[config.mk]
export PLATFORM = sky130hd
export DESIGN_NAME = hdlc_frame_encoder_flat
export DESIGN_NICKNAME = d
export VERILOG_FILES = /design/src/rtl/hfe_pkg.sv /design/src/rtl/hfe_req_if.sv /design/src/rtl/hfe_rsp_if.sv /design/src/rtl/hfe_csr_if.sv /design/src/rtl/hdlc_frame_encoder.sv /design/src/rtl/hfe_front.sv /design/src/rtl/hfe_queue.sv /design/src/rtl/hfe_back.sv /design/src/flat_wrapper.sv
export SDC_FILE = /design/constraint.sdc
export NUM_CORES = 1
export LEC_CHECK = 0
export BUFFER_PORTS_ARGS = -buffer_cell sky130_fd_sc_hd__buf_4
export CAP_MARGIN = 20
export CORE_ASPECT_RATIO = 1.1
export CORE_MARGIN = 2
export CORE_UTILIZATION = 30
export DETAILED_ROUTE_END_ITERATION = 8
export SLEW_MARGIN = 5
export SYNTH_ARGS = -nofsm -noshare
export SYNTH_HDL_FRONTEND = slang
export SYNTH_SLANG_ARGS = --single-unit
[constraint.sdc]
create_clock -name clock -period 3.75 [get_ports clock]
set_input_delay 0.375 -clock clock [delete_from_list [all_inputs] [get_ports clock]]
set_output_delay 0.375 -clock clock [all_outputs]
set_load 0.01 [all_outputs]
[src/rtl/hfe_pkg.sv]
// ----------------------------------------------------------------------------
// HDLC frame encoder package
// Shared types, byte codes and the CRC-16/X.25 byte update.
// ----------------------------------------------------------------------------
package hfe_pkg;

   localparam logic [7:0]  FLAG_BYTE = 8'h7E;
   localparam logic [7:0]  ESC_BYTE  = 8'h7D;
   localparam logic [7:0]  ESC_XOR   = 8'h20;
   localparam logic [15:0] FCS_SEED  = 16'hFFFF;
   localparam logic [15:0] FCS_POLY  = 16'h8408;

   localparam logic [7:0] HEADER_ADDRESS_RESET = 8'h01;
   localparam logic [7:0] HEADER_TYPE_RESET    = 8'h03;

   // Configuration register indexes
   localparam int CSR_IDX_W = 1;
   localparam logic [CSR_IDX_W-1:0] CSR_HEADER_ADDRESS = 1'b0;
   localparam logic [CSR_IDX_W-1:0] CSR_HEADER_TYPE    = 1'b1;

   // Cycles the header check pipeline needs after reset or a register write
   localparam logic [1:0] HDR_SETTLE_CYCLES = 2'd2;

   // Pieces of one item's output, in line order
   localparam logic [2:0] PIECE_FLAG_OPEN  = 3'd0;
   localparam logic [2:0] PIECE_ADDRESS    = 3'd1;
   localparam logic [2:0] PIECE_TYPE       = 3'd2;
   localparam logic [2:0] PIECE_DATA       = 3'd3;
   localparam logic [2:0] PIECE_FCS_LOW    = 3'd4;
   localparam logic [2:0] PIECE_FCS_HIGH   = 3'd5;
   localparam logic [2:0] PIECE_FLAG_CLOSE = 3'd6;

   // One classified item as passed from the front to the back
   typedef struct packed {
      logic [7:0]  payload_byte;
      logic        frame_last;
      logic        frame_open;
      logic [7:0]  header_address;
      logic [7:0]  header_type;
      logic [15:0] fcs_check;
   } hfe_item_type;

   // Reflected CRC-16/X.25 update by one byte
   function automatic logic [15:0] fcs_feed(input logic [15:0] acc, input logic [7:0] b);
      logic [15:0] c;
      c = acc ^ {8'h00, b};
      for (int k = 0; k < 8; k++) begin
         if (c[0]) begin
            c = (c >> 1) ^ FCS_POLY;
         end else begin
            c = c >> 1;
         end
      end
      return c;
   endfunction

endpackage

[src/rtl/hfe_req_if.sv]
// ----------------------------------------------------------------------------
// HDLC encoder request channel
// Carries one payload byte and its end-of-frame mark per transfer.
// ----------------------------------------------------------------------------
interface hfe_req_if;
   logic       valid;
   logic       ready;
   logic [7:0] payload_byte;
   logic       frame_last;

   modport source (output valid, output payload_byte, output frame_last, input ready);
   modport sink   (input valid, input payload_byte, input frame_last, output ready);
endinterface

[src/rtl/hfe_rsp_if.sv]
// ----------------------------------------------------------------------------
// HDLC encoder response channel
// Carries one line byte per transfer and the mark of an item's last byte.
// ----------------------------------------------------------------------------
interface hfe_rsp_if;
   logic       valid;
   logic       ready;
   logic [7:0] line_byte;
   logic       run_last;

   modport source (output valid, output line_byte, output run_last, input ready);
   modport sink   (input valid, input line_byte, input run_last, output ready);
endinterface

[src/rtl/hfe_csr_if.sv]
// ----------------------------------------------------------------------------
// HDLC encoder register write channel
// Carries a register index and write data per transfer.
// ----------------------------------------------------------------------------
interface hfe_csr_if;
   import hfe_pkg::*;
   logic                 valid;
   logic                 ready;
   logic [CSR_IDX_W-1:0] index;
   logic [7:0]           data;

   modport source (output valid, output index, output data, input ready);
   modport sink   (input valid, input index, input data, output ready);
endinterface

[src/rtl/hdlc_frame_encoder.sv]
// An item goes through the item queue and then the output register to the line.
// Throughput: the back end sends one line byte per cycle while the response channel
// takes it; an item has 1 to 12 line bytes, and an escaped byte becomes two.
// Reset clears frame state, loads header address 1 and type 3, and holds the request
// channel while the header check pipeline fills (also after each write).
// ----------------------------------------------------------------------------
// HDLC frame encoder
// Frames payload bytes with flags, header, byte stuffing and CRC-16/X.25.
// ----------------------------------------------------------------------------
module hdlc_frame_encoder
   import hfe_pkg::*;
(
   input  logic      clock,
   input  logic      reset,
   hfe_req_if.sink   req_ch,
   hfe_rsp_if.source rsp_ch,
   hfe_csr_if.sink   csr_ch
);

   hfe_item_type push_item;
   hfe_item_type pop_item;
   logic         push_valid;
   logic         push_ready;
   logic         pop_valid;
   logic         pop_ready;

   assign csr_ch.ready = 1'b1;

   hfe_front u_front (
      .clock        (clock),
      .reset        (reset),
      .req_valid    (req_ch.valid),
      .req_ready    (req_ch.ready),
      .payload_byte (req_ch.payload_byte),
      .frame_last   (req_ch.frame_last),
      .csr_valid    (csr_ch.valid),
      .csr_index    (csr_ch.index),
      .csr_data     (csr_ch.data),
      .push_valid   (push_valid),
      .push_ready   (push_ready),
      .push_item    (push_item)
   );

   hfe_queue u_queue (
      .clock      (clock),
      .reset      (reset),
      .push_valid (push_valid),
      .push_ready (push_ready),
      .push_item  (push_item),
      .pop_valid  (pop_valid),
      .pop_ready  (pop_ready),
      .pop_item   (pop_item)
   );

   hfe_back u_back (
      .clock     (clock),
      .reset     (reset),
      .pop_valid (pop_valid),
      .pop_ready (pop_ready),
      .pop_item  (pop_item),
      .rsp_valid (rsp_ch.valid),
      .rsp_ready (rsp_ch.ready),
      .line_byte (rsp_ch.line_byte),
      .run_last  (rsp_ch.run_last)
   );

endmodule

[src/rtl/hfe_front.sv]
// ----------------------------------------------------------------------------
// HDLC encoder front end
// Holds the header registers and frame state, runs the frame check and
// classifies each accepted byte into an item record for the queue.
// ----------------------------------------------------------------------------
module hfe_front
   import hfe_pkg::*;
(
   input  logic                 clock,
   input  logic                 reset,
   input  logic                 req_valid,
   output logic                 req_ready,
   input  logic [7:0]           payload_byte,
   input  logic                 frame_last,
   input  logic                 csr_valid,
   input  logic [CSR_IDX_W-1:0] csr_index,
   input  logic [7:0]           csr_data,
   output logic                 push_valid,
   input  logic                 push_ready,
   output hfe_item_type         push_item
);

   logic [7:0]  hdr_addr_ff, hdr_addr_in;
   logic [7:0]  hdr_type_ff, hdr_type_in;
   logic [15:0] hdr_fcs1_ff;
   logic [15:0] hdr_fcs2_ff;
   logic [1:0]  settle_ff, settle_in;
   logic        in_frame_ff, in_frame_in;
   logic [15:0] fcs_ff, fcs_in;
   logic [15:0] fcs_base;
   logic [15:0] fcs_next;
   logic        accept;

   assign req_ready  = push_ready && (settle_ff == 2'd0);
   assign push_valid = req_valid && (settle_ff == 2'd0);
   assign accept     = req_valid && req_ready;

   // The check over the header is precomputed in the header check pipeline, so an
   // opening byte needs only one byte update.
   assign fcs_base = in_frame_ff ? fcs_ff : hdr_fcs2_ff;
   assign fcs_next = fcs_feed(fcs_base, payload_byte);

   always_comb begin
      push_item.payload_byte   = payload_byte;
      push_item.frame_last     = frame_last;
      push_item.frame_open     = !in_frame_ff;
      push_item.header_address = hdr_addr_ff;
      push_item.header_type    = hdr_type_ff;
      push_item.fcs_check      = ~fcs_next;
   end

   always_comb begin
      hdr_addr_in = hdr_addr_ff;
      hdr_type_in = hdr_type_ff;
      settle_in   = (settle_ff != 2'd0) ? settle_ff - 2'd1 : settle_ff;
      if (csr_valid) begin
         settle_in = HDR_SETTLE_CYCLES;
         case (csr_index)
            CSR_HEADER_ADDRESS: hdr_addr_in = csr_data;
            CSR_HEADER_TYPE:    hdr_type_in = csr_data;
            default:            hdr_addr_in = hdr_addr_ff;
         endcase
      end
      in_frame_in = in_frame_ff;
      fcs_in      = fcs_ff;
      if (accept) begin
         in_frame_in = !frame_last;
         fcs_in      = fcs_next;
      end
   end

   always_ff @(posedge clock) begin
      if (reset) begin
         hdr_addr_ff <= HEADER_ADDRESS_RESET;
         hdr_type_ff <= HEADER_TYPE_RESET;
         settle_ff   <= HDR_SETTLE_CYCLES;
         in_frame_ff <= 1'b0;
         fcs_ff      <= FCS_SEED;
      end else begin
         hdr_addr_ff <= hdr_addr_in;
         hdr_type_ff <= hdr_type_in;
         settle_ff   <= settle_in;
         in_frame_ff <= in_frame_in;
         fcs_ff      <= fcs_in;
      end
   end

   // Header check pipeline, one byte per stage
   always_ff @(posedge clock) begin
      hdr_fcs1_ff <= fcs_feed(FCS_SEED, hdr_addr_ff);
      hdr_fcs2_ff <= fcs_feed(hdr_fcs1_ff, hdr_type_ff);
   end

endmodule

[src/rtl/hfe_queue.sv]
// ----------------------------------------------------------------------------
// HDLC encoder item queue
// Two-entry queue of classified items between the front and back ends.
// ----------------------------------------------------------------------------
module hfe_queue
   import hfe_pkg::*;
(
   input  logic         clock,
   input  logic         reset,
   input  logic         push_valid,
   output logic         push_ready,
   input  hfe_item_type push_item,
   output logic         pop_valid,
   input  logic         pop_ready,
   output hfe_item_type pop_item
);

   hfe_item_type entry_ff [2];
   logic       wr_ptr_ff, wr_ptr_in;
   logic       rd_ptr_ff, rd_ptr_in;
   logic [1:0] count_ff, count_in;
   logic       do_push;
   logic       do_pop;

   assign push_ready = (count_ff != 2'd2);
   assign pop_valid  = (count_ff != 2'd0);
   assign pop_item   = entry_ff[rd_ptr_ff];
   assign do_push    = push_valid && push_ready;
   assign do_pop     = pop_valid && pop_ready;

   always_comb begin
      wr_ptr_in = do_push ? !wr_ptr_ff : wr_ptr_ff;
      rd_ptr_in = do_pop  ? !rd_ptr_ff : rd_ptr_ff;
      count_in  = count_ff;
      if (do_push && !do_pop) begin
         count_in = count_ff + 2'd1;
      end else if (do_pop && !do_push) begin
         count_in = count_ff - 2'd1;
      end
   end

   always_ff @(posedge clock) begin
      if (reset) begin
         wr_ptr_ff <= 1'b0;
         rd_ptr_ff <= 1'b0;
         count_ff  <= 2'd0;
      end else begin
         wr_ptr_ff <= wr_ptr_in;
         rd_ptr_ff <= rd_ptr_in;
         count_ff  <= count_in;
      end
   end

   always_ff @(posedge clock) begin
      if (do_push) begin
         entry_ff[wr_ptr_ff] <= push_item;
      end
   end

endmodule

[src/rtl/hfe_back.sv]
// ----------------------------------------------------------------------------
// HDLC encoder back end
// Walks the pieces of each queued item, stuffs flag and escape values and
// drives the registered output byte.
// ----------------------------------------------------------------------------
module hfe_back
   import hfe_pkg::*;
(
   input  logic         clock,
   input  logic         reset,
   input  logic         pop_valid,
   output logic         pop_ready,
   input  hfe_item_type pop_item,
   output logic         rsp_valid,
   input  logic         rsp_ready,
   output logic [7:0]   line_byte,
   output logic         run_last
);

   logic [2:0] piece_ff, piece_in;
   logic       esc_ff, esc_in;
   logic       out_valid_ff, out_valid_in;
   logic [7:0] out_byte_ff;
   logic       out_last_ff;
   logic [2:0] piece;
   logic [2:0] final_piece;
   logic [7:0] raw;
   logic       stuffed;
   logic       need_esc;
   logic       byte_done;
   logic       item_done;
   logic [7:0] tx_byte;
   logic       out_free;
   logic       fire;

   assign out_free  = !out_valid_ff || rsp_ready;
   assign fire      = pop_valid && out_free;

   // A byte inside an open frame starts straight at its data piece.
   assign piece = (piece_ff == PIECE_FLAG_OPEN && !pop_item.frame_open) ? PIECE_DATA
                                                                        : piece_ff;
   assign final_piece = pop_item.frame_last ? PIECE_FLAG_CLOSE : PIECE_DATA;

   always_comb begin
      stuffed = 1'b1;
      case (piece)
         PIECE_FLAG_OPEN:  begin raw = FLAG_BYTE; stuffed = 1'b0; end
         PIECE_ADDRESS:    raw = pop_item.header_address;
         PIECE_TYPE:       raw = pop_item.header_type;
         PIECE_DATA:       raw = pop_item.payload_byte;
         PIECE_FCS_LOW:    raw = pop_item.fcs_check[7:0];
         PIECE_FCS_HIGH:   raw = pop_item.fcs_check[15:8];
         PIECE_FLAG_CLOSE: begin raw = FLAG_BYTE; stuffed = 1'b0; end
         default:          begin raw = FLAG_BYTE; stuffed = 1'b0; end
      endcase
   end

   assign need_esc  = stuffed && (raw == FLAG_BYTE || raw == ESC_BYTE);
   assign byte_done = !need_esc || esc_ff;
   assign item_done = byte_done && (piece == final_piece);
   assign tx_byte   = !need_esc ? raw : (esc_ff ? (raw ^ ESC_XOR) : ESC_BYTE);
   assign pop_ready = fire && item_done;

   always_comb begin
      piece_in     = piece_ff;
      esc_in       = esc_ff;
      out_valid_in = out_valid_ff && !rsp_ready;
      if (fire) begin
         out_valid_in = 1'b1;
         esc_in       = !byte_done;
         if (byte_done) begin
            piece_in = item_done ? PIECE_FLAG_OPEN : piece + 3'd1;
         end else begin
            piece_in = piece;
         end
      end
   end

   always_ff @(posedge clock) begin
      if (reset) begin
         piece_ff     <= PIECE_FLAG_OPEN;
         esc_ff       <= 1'b0;
         out_valid_ff <= 1'b0;
      end else begin
         piece_ff     <= piece_in;
         esc_ff       <= esc_in;
         out_valid_ff <= out_valid_in;
      end
   end

   always_ff @(posedge clock) begin
      if (fire) begin
         out_byte_ff <= tx_byte;
         out_last_ff <= item_done;
      end
   end

   assign rsp_valid = out_valid_ff;
   assign line_byte = out_byte_ff;
   assign run_last  = out_last_ff;

endmodule
[src/flat_wrapper.sv]
// flat-port wrapper written by rule: the top's interface ports become plain ports
module hdlc_frame_encoder_flat import hfe_pkg::*;
  (clock, reset, req_ch_valid, req_ch_payload_byte, req_ch_frame_last, req_ch_ready, rsp_ch_valid, rsp_ch_line_byte, rsp_ch_run_last, rsp_ch_ready, csr_ch_valid, csr_ch_index, csr_ch_data, csr_ch_ready);
  hfe_req_if req_ch_i ();
  hfe_rsp_if rsp_ch_i ();
  hfe_csr_if csr_ch_i ();
  input  logic clock;
  input  logic reset;
  input wire logic [$bits(req_ch_i.valid)-1:0] req_ch_valid;
  input wire logic [$bits(req_ch_i.payload_byte)-1:0] req_ch_payload_byte;
  input wire logic [$bits(req_ch_i.frame_last)-1:0] req_ch_frame_last;
  output wire logic [$bits(req_ch_i.ready)-1:0] req_ch_ready;
  output wire logic [$bits(rsp_ch_i.valid)-1:0] rsp_ch_valid;
  output wire logic [$bits(rsp_ch_i.line_byte)-1:0] rsp_ch_line_byte;
  output wire logic [$bits(rsp_ch_i.run_last)-1:0] rsp_ch_run_last;
  input wire logic [$bits(rsp_ch_i.ready)-1:0] rsp_ch_ready;
  input wire logic [$bits(csr_ch_i.valid)-1:0] csr_ch_valid;
  input wire logic [$bits(csr_ch_i.index)-1:0] csr_ch_index;
  input wire logic [$bits(csr_ch_i.data)-1:0] csr_ch_data;
  output wire logic [$bits(csr_ch_i.ready)-1:0] csr_ch_ready;
  assign req_ch_i.valid = req_ch_valid;
  assign req_ch_i.payload_byte = req_ch_payload_byte;
  assign req_ch_i.frame_last = req_ch_frame_last;
  assign req_ch_ready = req_ch_i.ready;
  assign rsp_ch_valid = rsp_ch_i.valid;
  assign rsp_ch_line_byte = rsp_ch_i.line_byte;
  assign rsp_ch_run_last = rsp_ch_i.run_last;
  assign rsp_ch_i.ready = rsp_ch_ready;
  assign csr_ch_i.valid = csr_ch_valid;
  assign csr_ch_i.index = csr_ch_index;
  assign csr_ch_i.data = csr_ch_data;
  assign csr_ch_ready = csr_ch_i.ready;
  hdlc_frame_encoder u_core (.clock(clock), .reset(reset), .req_ch(req_ch_i), .rsp_ch(rsp_ch_i), .csr_ch(csr_ch_i));
endmodule
# Word-level counts from Yosys, hierarchy flattened
# Memory sizes are Yosys's and may differ from the RTL's. A register that Yosys moved wholly into a read port is not among the register bits.
# Cells that the tools add are included.
[word_totals]
wordCells = 137
in_bits = 23
romBits = 0
reg_bits = 85
memories = 1
output_inout_bits = 12
mem_bits_rw = 84
latch_bits = 0
[mem_list]
columns = ["name", "words", "width", "read_ports", "rd_clocked_by_memory_dff", "wr", "line_no", "text"]
rows = [
  ["u_core.u_queue.entry_ff", 2, 42, 1, 1, 1, "hfe_queue.sv:18", "hfe_item_type entry_ff [2];"],
]
[classes]
shift = 0
n_lt_le_gt_ge = 0
eq_ne = 9
n_mul = 0
reduce_logical = 36
n_mux = 40
addsub = 4
bitwise = 30
div = 0
[op_table]
columns = ["cell", "n"]
rows = [
  ["two-way mux 16 bit", 23],
  ["inverter 2 -> 3 bit", 24],
  ["case mux 8 bit (5 select lines)", 1],
  ["bitwise XOR 16 x 8 -> 16 bit", 2],
  ["two-way mux 11 bit", 2],
  ["equality test 8 x 7 -> 1 bit (second input constant)", 2],
  ["two-way mux 8 bit", 2],
  ["inverter 16 bit", 1],
  ["inverter 8 -> 16 bit", 1],
  ["logical AND 1 bit", 13],
  ["two-way mux 3 bit", 4],
  ["logical NOT 1 bit", 11],
  ["equality test 3 x 2 -> 1 bit (second input constant)", 2],
  ["equality test 3 bit (second input constant)", 2],
  ["two-way mux 1 bit", 6],
  ["nonzero test 2 bit", 3],
  ["OR reduction 5 bit", 1],
  ["two-way mux 2 bit", 2],
  ["AND reduction 2 bit", 2],
  ["subtractor 2 x 1 -> 2 bit (second input constant)", 2],
  ["adder 3 x 1 -> 3 bit (second input constant)", 1],
  ["equality test 3 x 1 -> 1 bit (second input constant)", 1],
  ["equality test 3 bit", 1],
  ["logical NOT 3 bit", 1],
  ["other kinds (6)", 9],
]

# Logic depth before layout (Yosys ltp)
# Gate-level depths: netlist of run 1.
[logic_depth]
ltp_word = 19
mapped_depth = 18
mapped_depth_nobuf = 15

# Cells and area by module
# From an unflattened synthesis of run 1, not the netlist that was laid out.
[unflattened]
cells_unflattened = 560
area_unflattened_um2 = 7083.0
[modules_own_cells]
columns = ["mod", "cells_each", "area_per_inst_um2", "seq_area_each_um2", "instances"]
rows = [
  ["hfe_queue", 155, 3243.1, 2622.5, 1],
  ["hfe_front", 287, 2770.2, 1321.3, 1],
  ["hfe_back", 116, 1058.5, 370.4, 1],
  ["hdlc_frame_encoder", 2, 11.3, 0.0, 1],
]

# Least setup slack after synthesis of run 1
# Ideal clock, no wire load.
[synth_path]
path_type = "reg2reg"
from = "register u_core.u_front.settle_ff[0]"
to = "memory u_core.u_queue.entry_ff[0][0] (netlist bit), enable pin"
stages_incl_launch_ff = 8
setup_ns = 0.442
slack_ns = 0.041
path_buffers = 2
t_arrival_ns = 3.267
period_less_slack_ns = 3.709
required_time_ns = 3.308
cell_sequence = "dfxtp_1 inv_1 ha_1 a21boi_0 nand2_1 clkbuf_1 clkbuf_1 nor2_1"
[synth_via]
elab_chain_cells = 5
[synth_rtl]
columns = ["element", "line_no", "text"]
rows = [
  ["start, declared", "hfe_front.sv:27", "logic [1:0] settle_ff, settle_in;"],
  ["start signal, assigned", "hfe_front.sv:82", "settle_ff <= settle_in;"],
  ["logical NOT 2 bit", "hfe_front.sv:35", "assign push_valid = req_valid && (settle_ff == 2'd0);"],
  ["logical AND 1 bit", "hfe_front.sv:35", ""],
  ["logical AND 1 bit", "hfe_queue.sv:28", "assign do_push = push_valid && push_ready;"],
  ["two-way mux 1 bit", "hfe_queue.sv:55", "if (do_push) begin"],
  ["two-way mux 1 bit (implied by the code)", "hfe_queue.sv:56", "entry_ff[wr_ptr_ff] <= push_item;"],
  ["end, declared", "hfe_queue.sv:18", ""],
]
# No other way between the ends.

# Worst setup path after layout of run 1
[layout_path]
from = "register u_core.u_back.piece_ff[0]"
to = "register u_core.u_queue.count_ff[1]"
[layout_via]
elab_chain_cells = 16
elab_cells_between_ends = 26
classes_between = "eq/ne: 8; mux: 4; reduce/logical: 14"
[layout_rtl]
columns = ["element", "line_no", "text"]
rows = [
  ["start, declared", "hfe_back.sv:20", "logic [2:0] piece_ff, piece_in;"],
  ["start signal, assigned", "hfe_back.sv:85", "piece_ff <= piece_in;"],
  ["logical NOT 3 bit", "hfe_back.sv:40", "assign piece = (piece_ff == PIECE_FLAG_OPEN && !pop_item.frame_open) ? PIECE_DATA"],
  ["logical AND 1 bit", "hfe_back.sv:40", ""],
  ["two-way mux 3 bit (*)", "hfe_back.sv:40", ""],
  ["equality test 3 bit, or another cell as far along", "hfe_back.sv:46", "case (piece)"],
  ["case mux 8 bit (5 select lines)", "hfe_back.sv:46", ""],
  ["equality test 8 x 7 -> 1 bit", "hfe_back.sv:58", "assign need_esc = stuffed && (raw == FLAG_BYTE || raw == ESC_BYTE);"],
  ["logical OR 1 bit", "hfe_back.sv:58", ""],
  ["logical AND 1 bit", "hfe_back.sv:58", ""],
  ["logical NOT 1 bit", "--", ""],
  ["logical OR 1 bit", "hfe_back.sv:59", "assign byte_done = !need_esc || esc_ff;"],
  ["logical AND 1 bit (*)", "hfe_back.sv:60", "assign item_done = byte_done && (piece == final_piece);"],
  ["logical AND 1 bit (*)", "hfe_back.sv:62", "assign pop_ready = fire && item_done;"],
  ["logical AND 1 bit (*)", "hfe_queue.sv:29", "assign do_pop = pop_valid && pop_ready;"],
  ["logical NOT 1 bit", "hfe_queue.sv:35", "if (do_push && !do_pop) begin"],
  ["logical AND 1 bit", "hfe_queue.sv:35", ""],
  ["two-way mux 2 bit or nonzero test 2 bit (tied branches)", "--", ""],
  ["end signal, assigned", "hfe_queue.sv:50", "count_ff <= count_in;"],
  ["end, declared", "hfe_queue.sv:21", "logic [1:0] count_ff, count_in;"],
]
# Mark *: on every way between the ends. The rest lies on a longest branch, timed or not.
# A chain may end at the register's enable or synchronous reset.

==> results.md, run 1 <==
- Synth top area cells: edfxtp_1 (41%), dfxtp_1 (23%), mux2i_1 (6.5%)
- Buf/Inv on CP: 2
- LEAKAGE: 2.706 nW
- Post-Layout Cell Count: 847
- Worst hold path type: in2reg
- Fin. max-slew vios: 0
- Placer Congestion: 0.8459
- Yosys top cell by area: edfxtp_1
- Slew @ Worst Pin: 0.7379 ns
- RSZ-0062 raised after global routing: no
- Setup Buffers After CTS: 0
- Layout area overhead: 17.15%
- Clk_skew: 0.006361 ns
- Aggregate global routing overflow: 0
- Post-synth EDFFs: 93
- Nets: 568
- HPWL after detailed placement: 9.827 mm
- Final Util: 35.80%
- Post-synthesis compound-gate area fraction: 6.741%
- Skew-Pair Late Insertion Delay: 0.42 ns
- Max H-tree Level: 4
- Largest incremental delay on the critical path: 0.57 ns
- Sequential share of the synthesized area: 63.85%
- Deepest clock path buffer count: 2
- Dpl cells: 815
- Drt drc: 0
- Via count: 3805
- Crit-path most repeated cell: ha_1
- Total power: 4.792 mW
- Synth cell types: 50
- Cell count after synthesis: 501
- Worst setup path startpoint: u_core.u_back.piece_ff[0]$_SDFFE_PP0P_
- DRT Pass-1 Iters: 4
- Final setup violation count: 0
- Largest family of logic cells by synthesized area: multiplexers
- Synth Net Count: 530
- Post-Syn Area: 0.006756 mm2
- Peak Freq: 278.6 MHz
- Core area: 0.02211 mm2
- Ant. Diodes: 0
- Ys flop type: edfxtp_1
- Syn_area_per_cell: 13.49 um2
- CP delay by family, top: simple AND/OR/NAND/NOR gates
- R2r startpoint: u_core.u_back.piece_ff[0]$_SDFFE_PP0P_
- Std cell rows: 57
- Worst hold start: req_ch_frame_last
- Worst IR drop on VDD: 0.0002964 V
- I/O Buffers: 33
- DR WL/cell: 15.96 um
- Final hold violation count: 0
- Synthesized-area fraction occupied by xor and xnor cells: 8.019%
- Post-synthesis mux area share: 9.463%
- Hold slack: 0.1506 ns
- DR iter-0 viols: 267
- Adder-cell share of the synthesized area: 1.111%
- CP arrival: 3.94 ns
- Largest net degree at the start of global routing: 46
- Critical-path cell list: inv_1 > ha_1 > nand3_1 > nand2_1 > ha_1 > inv_2 > o22ai_1 > a2111o_1 > xnor2_2 > or4_1 > nand3_2 > ha_1 > or3_1 > a21oi_1
- Outcome: finished, final reports clean
- Power Density: 605.4 mW/mm2
- CP Max Fanout: 7
- Flops & latches, synth: 169
- Initial Utilization: 30.56%
- I/O pins: 35
- Final WL: 13.52 mm
- Share of layout cells above drive strength 1: 16.85%
- Clock-pin slew on the worst setup and hold paths: 0.06 ns
- CTS tree: done
- Slowest cell on crit path: or4_1
- Worst Path Required: 4.10 ns
- Max Cap Violations: 0
- Yosys warns: 0
- Vias/cell: 4.492
- GR Util All Layers: 12.04%
- Initial antenna violation count: 0
- Crit path time final: 3.589 ns
- Clk root buf: clkbuf_16
- Chip width: 147.1 um
- Setup_tns: 0 ns
- Simple-Gate Fraction of Synth Area: 7.333%
- Slew headroom: 50.45%
- Vias in the first global route: 3928
- Die area: 0.02374 mm2
- Final period util: 95.72%
- CP startpoint kind: register
- First-pass GRT wire length: 21.62 mm
- CTS sink cnt: 169
- Post-synth ARST share: 0%
- Critical path endpoint category: register
- Crit Path Class: reg2reg
- Synth top area share: 41.33%
- CTS buffer count: 17
- Antenna-violating nets left: 0
- Die Height: 161.4 um
==> cell families (layout without fill, tap and decap cells) <==
family                   count (synthesis)  after routing
other                                    1              1
buffers and inverters                   42             93
AO/OA/AOI/OAI                           64             64
XOR/XNOR                                61             61
adder cells (fa/ha/maj)                  6              6
flip-flops                             169            169
AND/OR/NAND/NOR                        103            103
multiplexers                            55             55
==> flip-flops by register name, indices dropped and copies added, names as in the netlist, 2 cells and up, named ones only <==
name,count
u_core.u_front.hdr_fcs2_ff,16
u_core.u_queue.entry_ff,84
u_core.u_front.fcs_ff,16
u_core.u_back.piece_ff,3
u_core.u_front.settle_ff,2
u_core.u_back.line_byte,8
u_core.u_front.hdr_addr_ff,8
u_core.u_front.hdr_type_ff,8
u_core.u_queue.count_ff,2
u_core.u_front.hdr_fcs1_ff,15
==> path summary, 6_finish.rpt <==
path	endpoint	slack, ns	cells after the start
hold reg to reg	u_core.u_front.hdr_fcs2_ff[5]$_DFF_P_	0.43	1
setup / recovery	u_core.u_queue.count_ff[1]$_SDFFE_PP0P_	0.16	14
hold / removal	u_core.u_queue.entry_ff[1][33]$_DFFE_PP_	0.15	1
setup reg to reg	u_core.u_queue.count_ff[1]$_SDFFE_PP0P_	0.16	14
==> worst reg2reg max path, cell delays in order (launching register included) <==
cell and delay (ns):
dfxtp_2 0.40, inv_1 0.12, ha_1 0.24, nand3_1 0.14, nand2_1 0.07, ha_1 0.22
inv_2 0.12, o22ai_1 0.09, a2111o_1 0.45, xnor2_2 0.16, or4_1 0.57, nand3_2 0.13
ha_1 0.27, or3_1 0.37, a21oi_1 0.15
==> timing repair <==
item / in CTS / in global routing
gates resized for setup: 0 / 2
setup endpoints to repair: 0 / 1
hold buffers: 0 / 0
==> final cells by class <==
class | instances | area (um2)
Inverter | 18 | 67.56
Multi-Input combinational cell | 290 | 2226
Clock inverter | 6 | 56.30
Timing Repair Buffer | 43 | 335.3
Tap cell | 295 | 369.1
Sequential cell | 169 | 4317
Fill cell | 2138 | 14190
Clock buffer | 26 | 544.3
==> through the flow <==
step | setup slack [ns] | area (um2)
6_report | 0.1606 | 7915
5_1_grt | 0.005353 | 7915
4_1_cts | 0.02145 | 7914
3_5_place_dp | 0.04755 | 7313
3_3_place_gp | 0.1887 | 7313
2_1_floorplan | 0.04098 | 6756
==> power breakdown <==
| group | internal (mW) | switching [mW] | leakage (nW) |
|---|---|---|---|
| Sequential | 2.21 | 0.0692 | 1.46 |
| Clock | 1.06 | 0.666 | 0.305 |
| Combinational | 0.311 | 0.477 | 0.938 |
| Total | 3.58 | 1.21 | 2.71 |
==> cell usage after synthesis, drive strengths merged (2+ instances only) <==
cell type,number
mux2,5
nand2,38
nor4,2
nor2b,4
nand3,3
o21ai,5
buf,13
and2,3
nand2b,4
nor3,3
mux2i,44
a211o,16
or4,4
a21oi,20
ha,6
nor2,31
o22ai,10
a2111o,3
or3,2
dfxtp,76
a221o,2
clkbuf,11
xnor2,36
edfxtp,93
o311ai,2
nand3b,4
mux4,6
xor2,25
inv,18
==> per-layer routing <==
layer	track usage [%]	vias up	wire, um
met5	0	-	0
li1	-	1868	-
met4	6.031	0	388
met1	14.65	1820	6033
met3	3.672	27	653
met2	19.44	90	6446
==> layout by cell type (no fill, tap or decap), types with 3 or more instances in the layout <==
cell type / count
nor2_1: 29
o21ai_0: 5
a21oi_1: 20
nand2b_1: 4
nand2_1: 38
nor2b_1: 4
edfxtp_1: 93
clkbuf_16: 18
xor2_1: 25
nor3_1: 3
dfxtp_1: 74
a2111o_1: 3
ha_1: 6
or4_1: 4
a211o_1: 16
inv_1: 17
buf_4: 42
clkbuf_8: 6
mux2_2: 5
mux4_2: 4
o22ai_1: 10
nand3b_1: 4
and2_1: 3
xnor2_1: 35
clkinv_2: 4
mux2i_1: 44
Note: power is estimated with default switching activity, not from simulation.
==> run 2: changes to the inputs <==
--- a/config.mk
+++ b/config.mk
@@ -7,10 +7,13 @@
 export LEC_CHECK = 0
 export BUFFER_PORTS_ARGS = -buffer_cell sky130_fd_sc_hd__buf_4
 export CAP_MARGIN = 20
+export CELL_PAD_IN_SITES_DETAIL_PLACEMENT = 1
+export CELL_PAD_IN_SITES_GLOBAL_PLACEMENT = 1
 export CORE_ASPECT_RATIO = 1.1
 export CORE_MARGIN = 2
 export CORE_UTILIZATION = 30
 export DETAILED_ROUTE_END_ITERATION = 8
+export PLACE_DENSITY_LB_ADDON = 0.1
 export SLEW_MARGIN = 5
 export SYNTH_ARGS = -nofsm -noshare
 export SYNTH_HDL_FRONTEND = slang
==> run 2 against run 1 <==
Against the previous run: worst setup slack better by 0.043 ns; via count is 0.55% higher; clock power is 7% lower; die area stayed put; hold slack better by 0.0032 ns; routed wire length is 16% higher; register-to-register slack better by 0.04 ns.
==> results.md, run 2 (synthesized netlist as in run 1, its figures left out) <==
- Outcome: finished, final reports clean (unchanged)
- Drt drc: 0 (unchanged)
- Final period util: 94.58% (was 95.72%)
- Critical path endpoint category: register (unchanged)
- Seq. cell area: 0.004320 mm2 (was 0.004317 mm2)
- DR WL/cell: 18.46 um (was 15.96 um)
- Peak Freq: 282.0 MHz (was 278.6 MHz)
- I/O pins: 35 (unchanged)
- Power Density: 595.5 mW/mm2 (was 605.4 mW/mm2)
- CTS sink cnt: 169 (unchanged)
- CTS buffer count: 17 (unchanged)
- FF-to-FF End: u_core.u_queue.count_ff[1]$_SDFFE_PP0P_ (unchanged)
- Aggregate global routing overflow: 0 (unchanged)
- Largest net degree at the start of global routing: 46 (unchanged)
- Chip width: 147.1 um (unchanged)
- Worst Hold Path Cells: 1 (unchanged)
- Worst IR drop on VDD: 0.0003161 V (was 0.0002964 V)
- Die Height: 161.4 um (unchanged)
- Worst hold path type: in2reg (unchanged)
- Initial antenna violation count: 0 (unchanged)
- Fin worst setup slack: 0.2033 ns (was 0.1606 ns)
- DR iter-0 viols: 211 (was 267)
- R2R depth: 14 (unchanged)
- Dpl cell area: 0.007336 mm2 (was 0.007313 mm2)
- Filler instances: 2385 (was 2138)
- Internal reg-to-reg setup slack: 0.20 ns (was 0.16 ns)
- CP startpoint kind: register (unchanged)
- Total power: 4.695 mW (was 4.792 mW)
- Most common cell after layout, fill and taps aside: edfxtp_1 (unchanged)
- CTS tree: done (unchanged)
- Slew @ Worst Pin: 0.7382 ns (was 0.7379 ns)
- Clock-pin slew on the worst setup and hold paths: 0.07 ns (was 0.06 ns)
- Clk root buf: clkbuf_16 (unchanged)
- Std cell rows: 57 (unchanged)
- Crit Path Class: reg2reg (unchanged)
- Hold_buf cts: 0 (unchanged)
- Max Cap Violations: 0 (unchanged)
- Crit-path most repeated cell: ha_1 (unchanged)
- Ant. Diodes: 0 (unchanged)
- Clk_skew: 0.01155 ns (was 0.006361 ns)
- Deepest clock path buffer count: 2 (unchanged)
- Crit path time final: 3.547 ns (was 3.589 ns)
- Share of layout cells above drive strength 1: 17.48% (was 16.85%)
- Buf/Inv on CP: 2 (unchanged)
- Skew-Pair Late Insertion Delay: 0.42 ns (about the same)
- Placer Congestion: 0.7682 (was 0.8459)
- Antenna-violating nets left: 0 (unchanged)
- Final instance area: 0.007884 mm2 (was 0.007915 mm2)
- Final WL: 15.69 mm (was 13.52 mm)
- Slowest cell on crit path: or4_1 (unchanged)
- Final hold violation count: 0 (unchanged)
- Die area: 0.02374 mm2 (unchanged)
- Worst hold start: req_ch_frame_last (unchanged)
- Multi-input gate area: 0.002226 mm2 (unchanged)
- RSZ-0062 raised after global routing: no (unchanged)
- Register with the most flip-flops: u_core.u_queue.entry_ff (unchanged)
- Max H-tree Level: 4 (unchanged)
- Slew headroom: 50.43% (was 50.45%)
- Final setup violation count: 0 (unchanged)
- GR Util All Layers: 13.95% (was 12.04%)
- Fin. max-slew vios: 0 (unchanged)
- CP Max Fanout: 7 (unchanged)
- Post-Layout Cell Count: 850 (was 847)
- HPWL after detailed placement: 11.54 mm (was 9.827 mm)
- Nets: 571 (was 568)
- WHS Endpoint: u_core.u_queue.entry_ff[0][33]$_DFFE_PP_ (was u_core.u_queue.entry_ff[1][33]$_DFFE_PP_)
- Vias in the first global route: 4116 (was 3928)
- Max reg flops: 84 (unchanged)
- Core area: 0.02211 mm2 (unchanged)
- Setup slack at placement: 0.02292 ns (was 0.04755 ns)
- Critical-path cell list: inv_1 > ha_1 > nand3_1 > nand2_1 > ha_1 > inv_2 > o22ai_1 > a2111o_1 > xnor2_2 > or4_1 > nand3_2 > ha_1 > or3_1 > a21oi_1 (unchanged)
- Setup_tns: 0 ns (unchanged)
- Worst Path Required: 4.10 ns (about the same)
- Largest regs: u_core.u_queue.entry_ff: 84 flops, u_core.u_front.fcs_ff: 16 flops, u_core.u_front.hdr_fcs2_ff: 16 flops (unchanged)
- Setup Buffers After CTS: 0 (unchanged)
- Most frequent cells in the layout: edfxtp_1 (93), dfxtp_1 (73), buf_4 (45) (was edfxtp_1 (93), dfxtp_1 (74), mux2i_1 (44))
- R2r startpoint: u_core.u_back.piece_ff[0]$_SDFFE_PP0P_ (unchanged)
- CP delay by family, top: simple AND/OR/NAND/NOR gates (unchanged)
- First-pass GRT wire length: 24.43 mm (was 21.62 mm)
- LEAKAGE: 2.687 nW (was 2.706 nW)
- CP arrival: 3.89 ns (was 3.94 ns)
- Layout area overhead: 16.69% (was 17.15%)
- I/O Buffers: 33 (unchanged)
- DRT Pass-1 Iters: 4 (unchanged)
- Vias/cell: 4.501 (was 4.492)
- Dpl cells: 818 (was 815)
- Via count: 3826 (was 3805)
- Largest incremental delay on the critical path: 0.56 ns (was 0.57 ns)
- Initial Utilization: 30.56% (unchanged)
[run 2: changes by cell type in the layout (fill, tap and decap cells not counted), moves of 2 or more]
cell	change
clkinv_2	-2
clkinv_4	+5
clkbuf_8	-6
buf_4	+3
inv_6	+4
[run 2: layout make-up]
type	instances	area share (%)
Clock inverter	15	1.492
Sequential cell	169	54.80
Timing Repair Buffer	46	4.539
Tap cell	295	4.682
Multi-Input combinational cell	290	28.23
Clock buffer	17	5.396
Inverter	18	0.8570
[run 2: metal layers]
layer,global-route usage (%),wire length (um)
met1,17.71,7237
met2,23.81,7843
met3,3.107,384
met4,4.240,222
met5,0,0
[run 2: where the power goes]
group	switching [mW]	internal [mW]
Clock	0.754	0.860
Combinational	0.501	0.308
Sequential	0.0679	2.20
[run 2: worst register-to-register path, stage by stage, from the launching register on]
cell and delay (ns):
dfxtp_4 0.39, inv_1 0.11, ha_1 0.22, nand3_1 0.13, nand2_1 0.07, ha_1 0.22, inv_2 0.13, o22ai_1 0.08
a2111o_1 0.46, xnor2_2 0.17, or4_1 0.56, nand3_2 0.14, ha_1 0.28, or3_1 0.37, a21oi_1 0.14
[run 2: worst max path at each step]
stage,from,endpoint,slack [ns],depth (start not counted)
finish,u_core.u_back.piece_ff[0]$_SDFFE_PP0P_,u_core.u_queue.count_ff[1]$_SDFFE_PP0P_,0.20,14
global route,u_core.u_back.piece_ff[0]$_SDFFE_PP0P_,u_core.u_queue.count_ff[1]$_SDFFE_PP0P_,0.008,14
CTS,u_core.u_back.piece_ff[1]$_SDFFE_PP0P_,u_core.u_queue.count_ff[1]$_SDFFE_PP0P_,0.08,14
detailed placement,u_core.u_back.piece_ff[0]$_SDFFE_PP0P_,u_core.u_queue.count_ff[1]$_SDFFE_PP0P_,0.02,14
global placement,u_core.u_back.piece_ff[0]$_SDFFE_PP0P_,u_core.u_queue.count_ff[1]$_SDFFE_PP0P_,0.13,14
floorplan,u_core.u_front.settle_ff[0]$_SDFFE_PP0P_,u_core.u_queue.entry_ff[0][0]$_DFFE_PP_,0.04,7
[run 2: per-stage QoR]
step	util, %	hold WS (ns)
finish	35.66	0.1539
global route	35.66	0.1394
CTS	35.64	0.1328
detailed placement	33.18	0.4233
global placement	33.18	0.4257
floorplan	-	0.3927
[run 2: what timing repair did]
| action | in CTS | in global routing |
|---|---|---|
| resized for setup | 1 | 3 |
| setup endpoints to repair | 1 | 1 |
| pin swaps | 0 | 0 |
==> run 3: changes to the inputs <==
--- a/config.mk
+++ b/config.mk
@@ -5,7 +5,7 @@
 export SDC_FILE = /design/constraint.sdc
 export NUM_CORES = 1
 export LEC_CHECK = 0
-export BUFFER_PORTS_ARGS = -buffer_cell sky130_fd_sc_hd__buf_4
+export BUFFER_PORTS_ARGS = -buffer_cell sky130_fd_sc_hd__buf_2
 export CAP_MARGIN = 20
 export CELL_PAD_IN_SITES_DETAIL_PLACEMENT = 1
 export CELL_PAD_IN_SITES_GLOBAL_PLACEMENT = 1
==> run 3 against run 2 <==
Against the previous run: sequential power barely moved; routed wire length down 0.43%; non-clock buffer count increased by 1; combinational power hardly changed; worst setup slack better by 0.014 ns; via count increased by 0.76%; cell area shrank 0.32%; sequential share of layout area grew 0.14 points; die area unchanged; count of clock-buffer cells in the layout rose by 2; global-route usage down 0.16 points; total power up 3.5%.
==> results.md, run 3 (synthesized netlist as in run 1, its figures left out) <==
- Placer Congestion: 0.7774 (was 0.7682)
- Comb pwr share: 16.6% (was 17.2%)
- Final hold violation count: 0 (unchanged)
- Drt drc: 0 (unchanged)
- Share of layout cells above drive strength 1: 17.09% (was 17.48%)
- Seq. cell area: 0.004318 mm2 (was 0.004320 mm2)
- Vias in the first global route: 4094 (was 4116)
- GR Util All Layers: 13.78% (was 13.95%)
- Peak Freq: 283.1 MHz (was 282.0 MHz)
- Register with the most flip-flops: u_core.u_queue.entry_ff (unchanged)
- CP Max Fanout: 7 (unchanged)
- CTS tree: done (unchanged)
- Worst Hold Path Cells: 1 (unchanged)
- Core area: 0.02211 mm2 (unchanged)
- Hold slack: 0.1585 ns (was 0.1539 ns)
- Power share of the sequential group: 46.9% (was 48.4%)
- DRT Pass-1 Iters: 4 (unchanged)
- CP delay by family, top: simple AND/OR/NAND/NOR gates (unchanged)
- Final WL: 15.62 mm (was 15.69 mm)
- Slew headroom: 39.26% (was 50.43%)
- Vias/cell: 4.530 (was 4.501)
- DR iter-0 viols: 179 (was 211)
- CP arrival: 3.87 ns (was 3.89 ns)
- LEAKAGE: 2.682 nW (was 2.687 nW)
- Layout area overhead: 16.31% (was 16.69%)
- Largest regs: u_core.u_queue.entry_ff: 84 flops, u_core.u_front.fcs_ff: 16 flops, u_core.u_front.hdr_fcs2_ff: 16 flops (unchanged)
- Antenna-violating nets left: 0 (unchanged)
- Filler instances: 2341 (was 2385)
- Skew-Pair Late Insertion Delay: 0.42 ns (about the same)
- Largest net degree at the start of global routing: 46 (unchanged)
- Most frequent cells in the layout: edfxtp_1 (93), dfxtp_1 (73), mux2i_1 (44) (was edfxtp_1 (93), dfxtp_1 (73), buf_4 (45))
- Critical-path cell list: inv_1 > ha_1 > nand3_1 > nand2_1 > ha_1 > inv_2 > o22ai_1 > a2111o_1 > xnor2_2 > or4_1 > nand3_2 > ha_1 > or3_1 > a21oi_1 (unchanged)
- Clock Power Share: 36.5% (was 34.4%)
- Worst IR drop on VDD: 0.0003263 V (was 0.0003161 V)
- Post-Layout Cell Count: 851 (was 850)
- Worst Path Required: 4.09 ns (was 4.10 ns)
- Slowest cell on crit path: or4_1 (unchanged)
- R2R depth: 14 (unchanged)
- Final period util: 94.21% (was 94.58%)
- Stages on worst setup path: 14 (unchanged)
- Max H-tree Level: 4 (unchanged)
- Std cell rows: 57 (unchanged)
- Final Util: 35.55% (was 35.66%)
- Multi-input gate area: 0.002227 mm2 (was 0.002226 mm2)
- Clk_skew: 0.01153 ns (was 0.01155 ns)
- Initial antenna violation count: 0 (unchanged)
- Die Height: 161.4 um (unchanged)
- I/O Buffers: 33 (unchanged)
- Initial Utilization: 30.56% (unchanged)
- Largest incremental delay on the critical path: 0.56 ns (about the same)
- Deepest clock path buffer count: 2 (unchanged)
- Via count: 3855 (was 3826)
- CTS sink cnt: 169 (unchanged)
- Setup_tns: 0 ns (unchanged)
- Aggregate global routing overflow: 0 (unchanged)
- CP startpoint kind: register (unchanged)
- Crit Path Class: reg2reg (unchanged)
- Crit-path most repeated cell: ha_1 (unchanged)
- Slew @ Worst Pin: 0.9111 ns (was 0.7382 ns)
- P_sw: 1.294 mW (was 1.323 mW)
- Clk root buf: clkbuf_16 (unchanged)
- HPWL after detailed placement: 11.44 mm (was 11.54 mm)
- Setup Buffers After CTS: 0 (unchanged)
- First-pass GRT wire length: 24.22 mm (was 24.43 mm)
- Critical path endpoint category: register (unchanged)
- Fin. max-slew vios: 0 (unchanged)
- Hold_buf cts: 0 (unchanged)
- Dpl cells: 819 (was 818)
- Nets: 572 (was 571)
- Most common cell after layout, fill and taps aside: edfxtp_1 (unchanged)
- Sw Ratio: 26.64% (was 28.18%)
- Max reg flops: 84 (unchanged)
- P_int: 3.563 mW (was 3.372 mW)
- Chip width: 147.1 um (unchanged)
- Power Density: 618.1 mW/mm2 (was 595.5 mW/mm2)
- Ant. Diodes: 0 (unchanged)
- CTS buffer count: 17 (unchanged)
- Max Cap Violations: 0 (unchanged)
- Final setup violation count: 0 (unchanged)
- I/O pins: 35 (unchanged)
- Die area: 0.02374 mm2 (unchanged)
- Worst hold path type: in2reg (unchanged)
- Clock-pin slew on the worst setup and hold paths: 0.07 ns (about the same)
- DR WL/cell: 18.35 um (was 18.46 um)
- Outcome: finished, final reports clean (unchanged)
- Buf/Inv on CP: 2 (unchanged)
- Crit path time final: 3.533 ns (was 3.547 ns)
- RSZ-0062 raised after global routing: no (unchanged)
==> run 3: path summary, 6_finish.rpt <==
path | start | to | slack (ns)
setup reg to reg | u_core.u_back.piece_ff[0]$_SDFFE_PP0P_ | u_core.u_queue.count_ff[1]$_SDFFE_PP0P_ | 0.22
hold / removal | req_ch_frame_last | u_core.u_queue.entry_ff[0][33]$_DFFE_PP_ | 0.16
hold reg to reg | u_core.u_front.hdr_fcs1_ff[10]$_DFF_P_ | u_core.u_front.hdr_fcs2_ff[2]$_DFF_P_ | 0.42
setup / recovery | u_core.u_back.piece_ff[0]$_SDFFE_PP0P_ | u_core.u_queue.count_ff[1]$_SDFFE_PP0P_ | 0.22
==> run 3: final cells by class <==
class / count / share of cell area (%)
Multi-Input combinational cell: 290 / 28.34
Clock buffer: 19 / 5.636
Sequential cell: 169 / 54.94
Timing Repair Buffer: 47 / 3.598
Inverter: 18 / 0.8597
Tap cell: 295 / 4.697
Clock inverter: 13 / 1.926
==> run 3: metal layers <==
layer / up-vias / global-route usage [%] / part of all wire [%] / wire (um)
met4: 0 / 4.851 / 1.3 / 202
met5: - / 0 / 0 / 0
met2: 49 / 23.15 / 50 / 7800
met3: 16 / 2.514 / 1.9 / 298
met1: 1913 / 17.91 / 47 / 7319
li1: 1877 / - / - / -
==> run 3: power groups by stage <==
stage	clock network, mW	registers (mW)	logic, mW
global placement	0	2.31	0.810
finish	1.77	2.28	0.809
global route	1.90	2.29	0.897
detailed placement	0	2.32	0.824
CTS	1.82	2.28	0.829
floorplan	0	2.29	0.546
==> run 3: through the flow <==
step	setup WS [ns]	power, mW	cell area (um2)
2_1_floorplan	0.04098	2.835	6756
3_3_place_gp	0.1791	3.123	7261
3_5_place_dp	0.08979	3.143	7261
4_1_cts	0.06257	4.927	7855
5_1_grt	0.008176	5.092	7859
6_report	0.2172	4.857	7859
==> run 3: timing repair <==
| action | CTS | global route |
|---|---|---|
| endpoints found under the setup margin | 0 | 1 |
| endpoints found under the hold margin | 0 | 0 |
| resized for setup | 0 | 4 |
